**src/sv/msd_pkg.sv**
```systemverilog
// Shared types and constants of the moving sum decimator.
// Used by the stream interfaces, the decimation unit and the top level.
// No dependencies.
package msd_pkg;

    localparam int WIN_CFG_BITS   = 9;
    localparam int INTERVAL_BITS  = 16;
    localparam int PHASE_BITS     = INTERVAL_BITS;
    localparam int PHASE_STEP     = 256;
    localparam int SUM_OUT_BITS   = 24;
    localparam int CFG_INDEX_BITS = 1;
    localparam int CFG_DATA_BITS  = 16;

    localparam logic [WIN_CFG_BITS-1:0]  WINDOW_RESET   = 9'd64;
    localparam logic [INTERVAL_BITS-1:0] INTERVAL_RESET = 16'd256;

    typedef enum logic [CFG_INDEX_BITS-1:0] {
        REG_WINDOW_LENGTH       = 1'b0,
        REG_DECIMATION_INTERVAL = 1'b1
    } cfg_reg_t;

    typedef logic signed [SUM_OUT_BITS-1:0] window_sum_t;

endpackage

```
**src/sv/msd_stream_if.sv**
```systemverilog
// Valid/ready stream interfaces of the moving sum decimator.
// msd_sample_if carries input samples, msd_sum_if carries window sums.
// Depends on msd_pkg.
interface msd_sample_if #(
    parameter int SAMPLE_BITS = 16
);
    logic                          valid;
    logic                          ready;
    logic signed [SAMPLE_BITS-1:0] sample_in;

    modport source (output valid, output sample_in, input ready);
    modport sink   (input valid, input sample_in, output ready);
endinterface

interface msd_sum_if;
    import msd_pkg::*;

    logic        valid;
    logic        ready;
    window_sum_t window_sum;

    modport source (output valid, output window_sum, input ready);
    modport sink   (input valid, input window_sum, output ready);
endinterface

```
**src/sv/msd_cell.sv**
```systemverilog
// One stage of the sample row: holds one stored sample of the window.
// It shifts toward the head on removal and loads the new sample at its slot.
// No package dependencies.
module msd_cell #(
    parameter int SAMPLE_BITS = 16,
    parameter int IDX_BITS    = 8,
    parameter int INDEX       = 0
) (
    input  logic                          clk,
    input  logic                          load,
    input  logic                          shift,
    input  logic                          ins_en,
    input  logic [IDX_BITS-1:0]           ins_idx,
    input  logic signed [SAMPLE_BITS-1:0] new_sample,
    input  logic signed [SAMPLE_BITS-1:0] neighbor,
    output logic signed [SAMPLE_BITS-1:0] sample
);

    logic signed [SAMPLE_BITS-1:0] sample_reg;

    always_ff @(posedge clk)
    begin
        if (load)
        begin
            if (ins_en && (ins_idx == IDX_BITS'(INDEX)))
            begin
                sample_reg <= new_sample;
            end
            else if (shift)
            begin
                sample_reg <= neighbor;
            end
        end
    end

    assign sample = sample_reg;

endmodule

```
**src/sv/msd_decim.sv**
```systemverilog
// Fractional decimation unit: tracks the distance to the next emission
// in 1/256 sample units and flags the samples whose sum is emitted.
// Depends on msd_pkg.
module msd_decim (
    input  logic                               clk,
    input  logic                               rst_n,
    input  logic                               advance,
    input  logic [msd_pkg::INTERVAL_BITS-1:0]  interval,
    output logic                               emit
);
    import msd_pkg::*;

    logic        [PHASE_BITS-1:0] phase_reg;
    logic        [PHASE_BITS-1:0] phase_next;
    logic signed [PHASE_BITS+1:0] reload_sum;

    // The phase stays within 0 .. 65535, so one step always emits when it
    // is at most one sample away.
    assign emit = (phase_reg <= PHASE_BITS'(PHASE_STEP));

    assign reload_sum = $signed({2'b00, phase_reg}) + $signed({2'b00, interval})
                        - $signed((PHASE_BITS + 2)'(PHASE_STEP));

    always_comb
    begin
        if (emit)
        begin
            if (reload_sum < 0)
            begin
                phase_next = '0;
            end
            else
            begin
                phase_next = reload_sum[PHASE_BITS-1:0];
            end
        end
        else
        begin
            phase_next = phase_reg - PHASE_BITS'(PHASE_STEP);
        end
    end

    always_ff @(posedge clk or negedge rst_n)
    begin
        if (!rst_n)
        begin
            phase_reg <= '0;
        end
        else if (advance)
        begin
            phase_reg <= phase_next;
        end
    end

    a_first_emits: assert property (@(posedge clk) disable iff (!rst_n)
        (advance && (phase_reg == '0)) |-> emit)
        else $error("decimator skipped an emission at zero phase");

    a_phase_drops: assert property (@(posedge clk) disable iff (!rst_n)
        (advance && !emit) |=> (phase_reg < $past(phase_reg)))
        else $error("decimator phase did not drop without emission");

endmodule

```
**src/sv/moving_sum_decimator.sv**
```systemverilog
// Boxcar moving sum with fractional decimation. One sample is taken per clock
// cycle unless an untaken sum stalls the input; the window sum of an emitted
// sample appears on sum_ch in the cycle after its beat, held until taken, while
// further samples keep flowing as long as the output register is free or being
// drained. Samples of the window live in a row of WINDOW_MAX cells that shift
// toward the head as the oldest sample leaves the sum, so one add, one subtract
// and one phase update per beat set the rate. Emitted sums saturate to 24 bits.
// Depends on msd_pkg, msd_stream_if, msd_cell and msd_decim.
module moving_sum_decimator #(
    parameter int WINDOW_MAX  = 256,
    parameter int SAMPLE_BITS = 16
) (
    input  logic                                clk,
    input  logic                                rst_n,
    input  logic                                cfg_we,
    input  logic [msd_pkg::CFG_INDEX_BITS-1:0]  cfg_index,
    input  logic [msd_pkg::CFG_DATA_BITS-1:0]   cfg_data,
    msd_sample_if.sink                          sample_ch,
    msd_sum_if.source                           sum_ch
);
    import msd_pkg::*;

    localparam int FILL_BITS = $clog2(WINDOW_MAX);
    localparam int WIN_BITS  = ($clog2(WINDOW_MAX + 1) > WIN_CFG_BITS) ?
                               $clog2(WINDOW_MAX + 1) : WIN_CFG_BITS;
    localparam int SUM_BITS  = SAMPLE_BITS + $clog2(WINDOW_MAX);
    localparam int CMP_BITS  = (SUM_BITS > SUM_OUT_BITS) ? SUM_BITS : SUM_OUT_BITS;

    localparam logic signed [CMP_BITS-1:0] SAT_MAX = CMP_BITS'((2 ** (SUM_OUT_BITS - 1)) - 1);
    localparam logic signed [CMP_BITS-1:0] SAT_MIN = CMP_BITS'(-(2 ** (SUM_OUT_BITS - 1)));

    logic [WIN_CFG_BITS-1:0]  window_length_reg;
    logic [INTERVAL_BITS-1:0] interval_reg;

    logic [FILL_BITS-1:0]       fill_reg;
    logic [FILL_BITS-1:0]       fill_next;
    logic signed [SUM_BITS-1:0] running_sum_reg;
    logic signed [SUM_BITS-1:0] running_sum_next;
    logic                       sum_valid_reg;
    window_sum_t                window_sum_reg;

    logic                          accept;
    logic                          emit;
    logic                          pop;
    logic                          ins_en;
    logic [FILL_BITS-1:0]          ins_idx;
    logic [WIN_BITS-1:0]           win_ext;
    logic [WIN_BITS-1:0]           win_eff;
    logic signed [SAMPLE_BITS-1:0] x;
    logic signed [SAMPLE_BITS-1:0] head;
    logic signed [SUM_BITS-1:0]    sum_in;
    logic signed [CMP_BITS-1:0]    sum_wide;
    window_sum_t                   sum_sat;
    logic signed [SAMPLE_BITS-1:0] cell_data [WINDOW_MAX];

    // Configuration registers.
    always_ff @(posedge clk or negedge rst_n)
    begin
        if (!rst_n)
        begin
            window_length_reg <= WINDOW_RESET;
            interval_reg      <= INTERVAL_RESET;
        end
        else if (cfg_we)
        begin
            case (cfg_reg_t'(cfg_index))
                REG_WINDOW_LENGTH:       window_length_reg <= cfg_data[WIN_CFG_BITS-1:0];
                REG_DECIMATION_INTERVAL: interval_reg      <= cfg_data[INTERVAL_BITS-1:0];
                default:                 ;
            endcase
        end
    end

    assign win_ext = WIN_BITS'(window_length_reg);

    always_comb
    begin
        if (win_ext == '0)
        begin
            win_eff = WIN_BITS'(1);
        end
        else if (win_ext > WIN_BITS'(WINDOW_MAX))
        begin
            win_eff = WIN_BITS'(WINDOW_MAX);
        end
        else
        begin
            win_eff = win_ext;
        end
    end

    assign x               = sample_ch.sample_in;
    assign accept          = sample_ch.valid && sample_ch.ready;
    assign sample_ch.ready = !sum_valid_reg || sum_ch.ready;

    // The oldest sample leaves once the count including this beat reaches the
    // window. With a window of one and nothing stored, it is the new sample.
    assign pop     = (WIN_BITS'(fill_reg) >= (win_eff - WIN_BITS'(1)));
    assign ins_en  = !(pop && (fill_reg == '0));
    assign ins_idx = fill_reg - FILL_BITS'(pop);
    assign head    = (fill_reg == '0) ? x : cell_data[0];

    genvar k;
    generate
        for (k = 0; k < WINDOW_MAX; k++)
        begin : g_cell
            logic signed [SAMPLE_BITS-1:0] neighbor;

            if (k < WINDOW_MAX - 1)
            begin : g_inner
                assign neighbor = cell_data[k + 1];
            end
            else
            begin : g_last
                assign neighbor = x;
            end

            msd_cell #(
                .SAMPLE_BITS (SAMPLE_BITS),
                .IDX_BITS    (FILL_BITS),
                .INDEX       (k)
            ) u_cell (
                .clk        (clk),
                .load       (accept),
                .shift      (pop),
                .ins_en     (ins_en),
                .ins_idx    (ins_idx),
                .new_sample (x),
                .neighbor   (neighbor),
                .sample     (cell_data[k])
            );
        end
    endgenerate

    msd_decim u_decim (
        .clk      (clk),
        .rst_n    (rst_n),
        .advance  (accept),
        .interval (interval_reg),
        .emit     (emit)
    );

    assign sum_in   = running_sum_reg + SUM_BITS'(x);
    assign sum_wide = CMP_BITS'(sum_in);

    always_comb
    begin
        if (sum_wide > SAT_MAX)
        begin
            sum_sat = $signed(SAT_MAX[SUM_OUT_BITS-1:0]);
        end
        else if (sum_wide < SAT_MIN)
        begin
            sum_sat = $signed(SAT_MIN[SUM_OUT_BITS-1:0]);
        end
        else
        begin
            sum_sat = $signed(sum_wide[SUM_OUT_BITS-1:0]);
        end
    end

    assign running_sum_next = pop ? (sum_in - SUM_BITS'(head)) : sum_in;
    assign fill_next        = pop ? fill_reg : (fill_reg + FILL_BITS'(1));

    always_ff @(posedge clk or negedge rst_n)
    begin
        if (!rst_n)
        begin
            fill_reg        <= '0;
            running_sum_reg <= '0;
            sum_valid_reg   <= 1'b0;
        end
        else if (accept)
        begin
            fill_reg        <= fill_next;
            running_sum_reg <= running_sum_next;
            sum_valid_reg   <= emit;
        end
        else if (sum_ch.ready)
        begin
            sum_valid_reg <= 1'b0;
        end
    end

    always_ff @(posedge clk)
    begin
        if (accept && emit)
        begin
            window_sum_reg <= sum_sat;
        end
    end

    assign sum_ch.valid      = sum_valid_reg;
    assign sum_ch.window_sum = window_sum_reg;

    a_emit_follows: assert property (@(posedge clk) disable iff (!rst_n)
        accept |=> (sum_valid_reg == $past(emit)))
        else $error("output beat does not match the emission decision");

    a_fill_bound: assert property (@(posedge clk) disable iff (!rst_n)
        (WIN_BITS'(fill_reg) <= WIN_BITS'(WINDOW_MAX - 1)))
        else $error("sample row overfilled");

    a_empty_pop: assert property (@(posedge clk) disable iff (!rst_n)
        (accept && pop && (fill_reg == '0)) |-> (win_eff == WIN_BITS'(1)))
        else $error("removal from an empty row with a window above one");

endmodule
```
**src/flat_wrapper.sv**
```systemverilog
// flat-port wrapper written by rule: the top's interface ports become plain ports
module moving_sum_decimator_flat import msd_pkg::*;
#(
    parameter int WINDOW_MAX  = 256,
    parameter int SAMPLE_BITS = 16
)
  (clk, rst_n, cfg_we, cfg_index, cfg_data, sample_ch_valid, sample_ch_sample_in, sample_ch_ready, sum_ch_valid, sum_ch_window_sum, sum_ch_ready);
  msd_sample_if #(.SAMPLE_BITS(SAMPLE_BITS)) sample_ch_i ();
  msd_sum_if sum_ch_i ();
  input  logic clk;
  input  logic rst_n;
  input  logic cfg_we;
  input  logic [msd_pkg::CFG_INDEX_BITS-1:0] cfg_index;
  input  logic [msd_pkg::CFG_DATA_BITS-1:0] cfg_data;
  input wire logic [$bits(sample_ch_i.valid)-1:0] sample_ch_valid;
  input wire logic [$bits(sample_ch_i.sample_in)-1:0] sample_ch_sample_in;
  output wire logic [$bits(sample_ch_i.ready)-1:0] sample_ch_ready;
  output wire logic [$bits(sum_ch_i.valid)-1:0] sum_ch_valid;
  output wire logic [$bits(sum_ch_i.window_sum)-1:0] sum_ch_window_sum;
  input wire logic [$bits(sum_ch_i.ready)-1:0] sum_ch_ready;
  assign sample_ch_i.valid = sample_ch_valid;
  assign sample_ch_i.sample_in = sample_ch_sample_in;
  assign sample_ch_ready = sample_ch_i.ready;
  assign sum_ch_valid = sum_ch_i.valid;
  assign sum_ch_window_sum = sum_ch_i.window_sum;
  assign sum_ch_i.ready = sum_ch_ready;
  moving_sum_decimator #(.WINDOW_MAX(WINDOW_MAX), .SAMPLE_BITS(SAMPLE_BITS)) u_core (.clk(clk), .rst_n(rst_n), .cfg_we(cfg_we), .cfg_index(cfg_index), .cfg_data(cfg_data), .sample_ch(sample_ch_i), .sum_ch(sum_ch_i));
endmodule
```
**config.mk**
```make
export PLATFORM = sky130hd
export DESIGN_NAME = moving_sum_decimator_flat
export DESIGN_NICKNAME = d
export VERILOG_FILES = /design/src/sv/msd_pkg.sv /design/src/sv/msd_stream_if.sv /design/src/sv/msd_cell.sv /design/src/sv/msd_decim.sv /design/src/sv/moving_sum_decimator.sv /design/src/flat_wrapper.sv
export SDC_FILE = /design/constraint.sdc
export NUM_CORES = 2
export LEC_CHECK = 0
export BUFFER_PORTS_ARGS = -buffer_cell sky130_fd_sc_hd__clkbuf_2
export CAP_MARGIN = 5
export CORE_MARGIN = 2
export CORE_UTILIZATION = 44
export CTS_CLUSTER_SIZE = 14
export DETAILED_ROUTE_END_ITERATION = 6
export SLEW_MARGIN = 20
export SYNTH_ARGS = -nofsm -noshare
export SYNTH_HDL_FRONTEND = slang
export SYNTH_SLANG_ARGS = --single-unit
```
**constraint.sdc**
```tcl
create_clock -name clk -period 7.91 [get_ports clk]
set_clock_uncertainty 0.15 [all_clocks]
set_input_delay 1.1865 -clock clk [delete_from_list [all_inputs] [get_ports clk]]
set_output_delay 1.1865 -clock clk [all_outputs]
set_load 0.005 [all_outputs]
```
==> results.ini <==
[outcome]
status = finished, final reports clean

[placement]
portBuffers = 63
dpl.hpwl_um = 232000
place_congestion = 0.810
placed_area_um2 = 191000

[power_and_ir_drop]
intPower_mw = 39.6
clockPowerShare_pct = 38.4
vdd_ir_drop_max_mv = 0.212
switchingPower_mw = 13.1
seqPwrFrac_pct = 49.2
combPwrFrac_pct = 12.5
cellPowerDensity_nw_per_um2 = 256
p_leak_nw = 69.2
p_sw_share_pct = 24.9

[timing]
setup_viol = 0
final_max_slew_viol_count = 0
rsz0062_at_grt = no
clock.fmax_mhz = 136
worst_pin_slew_ps = 1120
timing_hold_violations_final = 0
setup-tns-final_ps = 0
fin_crit_sh_pct = 92.9
period_minus_slack_ps = 7350
slew_headroom_pct = 25.5

[clock_network]
cts_buffer_depth = 4
insertion_delay_ps = 970
cts_setup_buffers = 0
cts_root_buffer = clkbuf_16
cts_tree = built
clk_pin_slew_ps = 60
cts.sinks = 4194
cts_buffers = 434
h-tree-depth = 5

[flow_run]
cap_viol_max_count = 0

[cells_and_area]
register_area_um2 = 126000
drive_gt1_share_pct = 47.0
syn_to_final_growth_pct = 11.3
multi_input_area_um2 = 55000
postLayoutCellArea_um2 = 205000
largest_register_ffs = 4096
fillers = 33718
nets = 10601
final_common_cell = edfxtp_1
layout.cells.most_common_list = edfxtp_1, mux2_2, clkbuf_16

[floorplanning]
die_y_um = 652
core-area_um2 = 417000
die_area_um2 = 425000
die_w_um = 652
start_util_pct = 44.2
io_pins = 64
fp-row-count = 237

[logic_synthesis]
yosysWarningCount = 0
synth.cell_area_um2 = 185000
synth_edf_count = 4120
synthArstFlopShare_pct = 1.76
syn_inst = 10400
ys_ff_latch = 4194
avgSynthCellArea_um2 = 17.7
synth_cell_types = 71
synth_fp_nets = 10533
synth_ff_type = edfxtp_1
ys_seq_area_share_pct = 68.1

[grt]
overflow = 0
antenna_found_initial = 16
grt_max_degree = 153
first_global_vias = 95446
grt_usage_pct = 18.8
grt_pass1_wl_um = 618000

[min_path]
min-delay-start = cfg_data[11]
min_delay_path_depth = 2
hold_end = u_core.interval_reg[11]
min_path_type = in -> reg

[worst_setup_path]
cp_top_family = simple AND/OR/NAND/NOR gates
crit_fanout = 17
cp.arrival_ps = 7850
r2r-start = u_core.win_ext[3]
crit_top_cell = ha_1
crit_path_end_kind = register
cp_slowest_cell = nor2_4
critical-path-max-stage-delay_ps = 850
path_class = reg -> reg
path_buf_inv = 4
rrSetupSlack_ps = 560
cp-start-kind = register
cp.required_ps = 8410
r2r-end = u_core.g_cell[171].u_cell.sample[9]
reg2regPathDepth = 28

[detailed_routing]
drtAntennaViolNets = 0
drcViolationCount = 0
viasPerCell = 5.55
wirelength_um = 408000
wl_per_cell_um = 25.0
drt_first_pass_iters = 7
drtIter0Drc = 7229
vias = 90626

-- routing by layer --
metal / vias to the layer above / wire length, um / share of wire (%) / track usage [%]
met2: 2206 / 192000 / 47 / 30.6
met5: - / 0 / 0 / 0
met3: 505 / 20000 / 4.9 / 2.78
met1: 47322 / 188000 / 46 / 26.9
li1: 40593 / - / - / -
met4: 0 / 8470 / 2.1 / 4.16
-- power groups by stage --
| stage | Sequential, mW | Combinational, mW | Clock (mW) |
|---|---|---|---|
| global route | 25.9 | 7.12 | 21.4 |
| floorplan | 26.2 | 4.43 | 0 |
| finish | 25.9 | 6.57 | 20.2 |
| global placement | 26.3 | 6.42 | 0 |
| CTS | 25.9 | 6.61 | 20.6 |
| detailed placement | 26.3 | 6.56 | 0 |
-- Yosys cell counts, types with 9 or more instances --
cell type | n | area (um^2)
edfxtp_1 | 4120 | 124000
mux2_2 | 3689 | 41500
clkbuf_1 | 545 | 2050
mux2_1 | 327 | 3680
a21oi_1 | 319 | 1600
buf_2 | 179 | 896
nand2_1 | 133 | 499
nand2_2 | 122 | 763
ha_1 | 92 | 1150
mux2_4 | 90 | 1350
buf_4 | 85 | 638
nor2_1 | 76 | 285
dfrtp_1 | 72 | 1800
nand2_4 | 59 | 664
xnor2_1 | 56 | 490
inv_1 | 51 | 191
o21ai_0 | 46 | 230
nor3_1 | 32 | 160
xor2_1 | 26 | 228
a21o_1 | 25 | 188
nand2b_1 | 21 | 131
buf_6 | 19 | 214
mux2i_1 | 19 | 190
nand3_1 | 13 | 65.1
o21bai_1 | 11 | 82.6
nand2_8 | 10 | 200
nor2_2 | 9 | 56.3
-- through the flow --
| step | worst slack (ps) | utilization (%) | total power [mW] | instances | hold WS [ps] |
|---|---|---|---|---|---|
| floorplan | 470 | - | 30.6 | 10400 | 304 |
| global placement | 163 | 45.9 | 32.7 | 15528 | 316 |
| detailed placement | 448 | 45.9 | 32.9 | 15528 | 322 |
| CTS | 422 | 49.2 | 53.1 | 16324 | 233 |
| global route | 25.4 | 49.2 | 54.5 | 16325 | 274 |
| finish | 565 | 49.2 | 52.6 | 16325 | 320 |
-- worst max path at each step --
| stage | endpoint | depth (start not counted) | startpoint | slack, ps |
|---|---|---|---|---|
| floorplan | u_core.g_cell[23].u_cell.sample[0] | 32 | u_core.win_ext[3] | 470 |
| global placement | u_core.g_cell[202].u_cell.sample[8] | 28 | u_core.win_ext[3] | 160 |
| detailed placement | u_core.g_cell[202].u_cell.sample[15] | 28 | u_core.win_ext[4] | 450 |
| CTS | u_core.g_cell[202].u_cell.sample[15] | 28 | u_core.win_ext[4] | 420 |
| global route | u_core.g_cell[171].u_cell.sample[9] | 28 | u_core.win_ext[4] | 30 |
| finish | u_core.g_cell[171].u_cell.sample[9] | 28 | u_core.win_ext[3] | 560 |
-- kinds of logic (layout without fill, tap and decap cells) --
logic type / Yosys count / count (layout) / share of synthesized area (%)
flops: 4194 / 4194 / 68.1
mux: 4125 / 4125 / 25.3
buf+inv: 887 / 1314 / 2.18
simple gates: 532 / 532 / 1.75
compound gates: 485 / 485 / 1.61
fa+ha+maj: 95 / 95 / 0.656
xor+xnor: 82 / 82 / 0.389
other cells: 0 / 1 / 0
-- final cells by class --
cell class / instances / share of cell area (%)
diodes: 1 / 0.00122
clock buffers: 536 / 5.60
inverters: 52 / 0.0951
multi-input cells: 5319 / 26.8
flip-flops and latches: 4194 / 61.2
clock inverters: 259 / 1.17
well taps: 5497 / 3.35
repair buffers: 467 / 1.83
-- worst register-to-register path: cells and delay by family (launching register included) --
kind                       cells  cell delay [ps]
and+or+nand+nor               13             3800
adders and majority gates      4             1050
AOI/OAI and AO/OA              6              780
buffers and inverters          4              640
DFF                            1              430
xor gates and xnor gates       1              200
-- what timing repair did --
action                     in CTS  in global routing
hold endpoints to repair       32                  0
hold buffers                    1                  0
resized for setup               0                  1
setup endpoints to repair       0                 29
(Power assumes the default switching activity.)
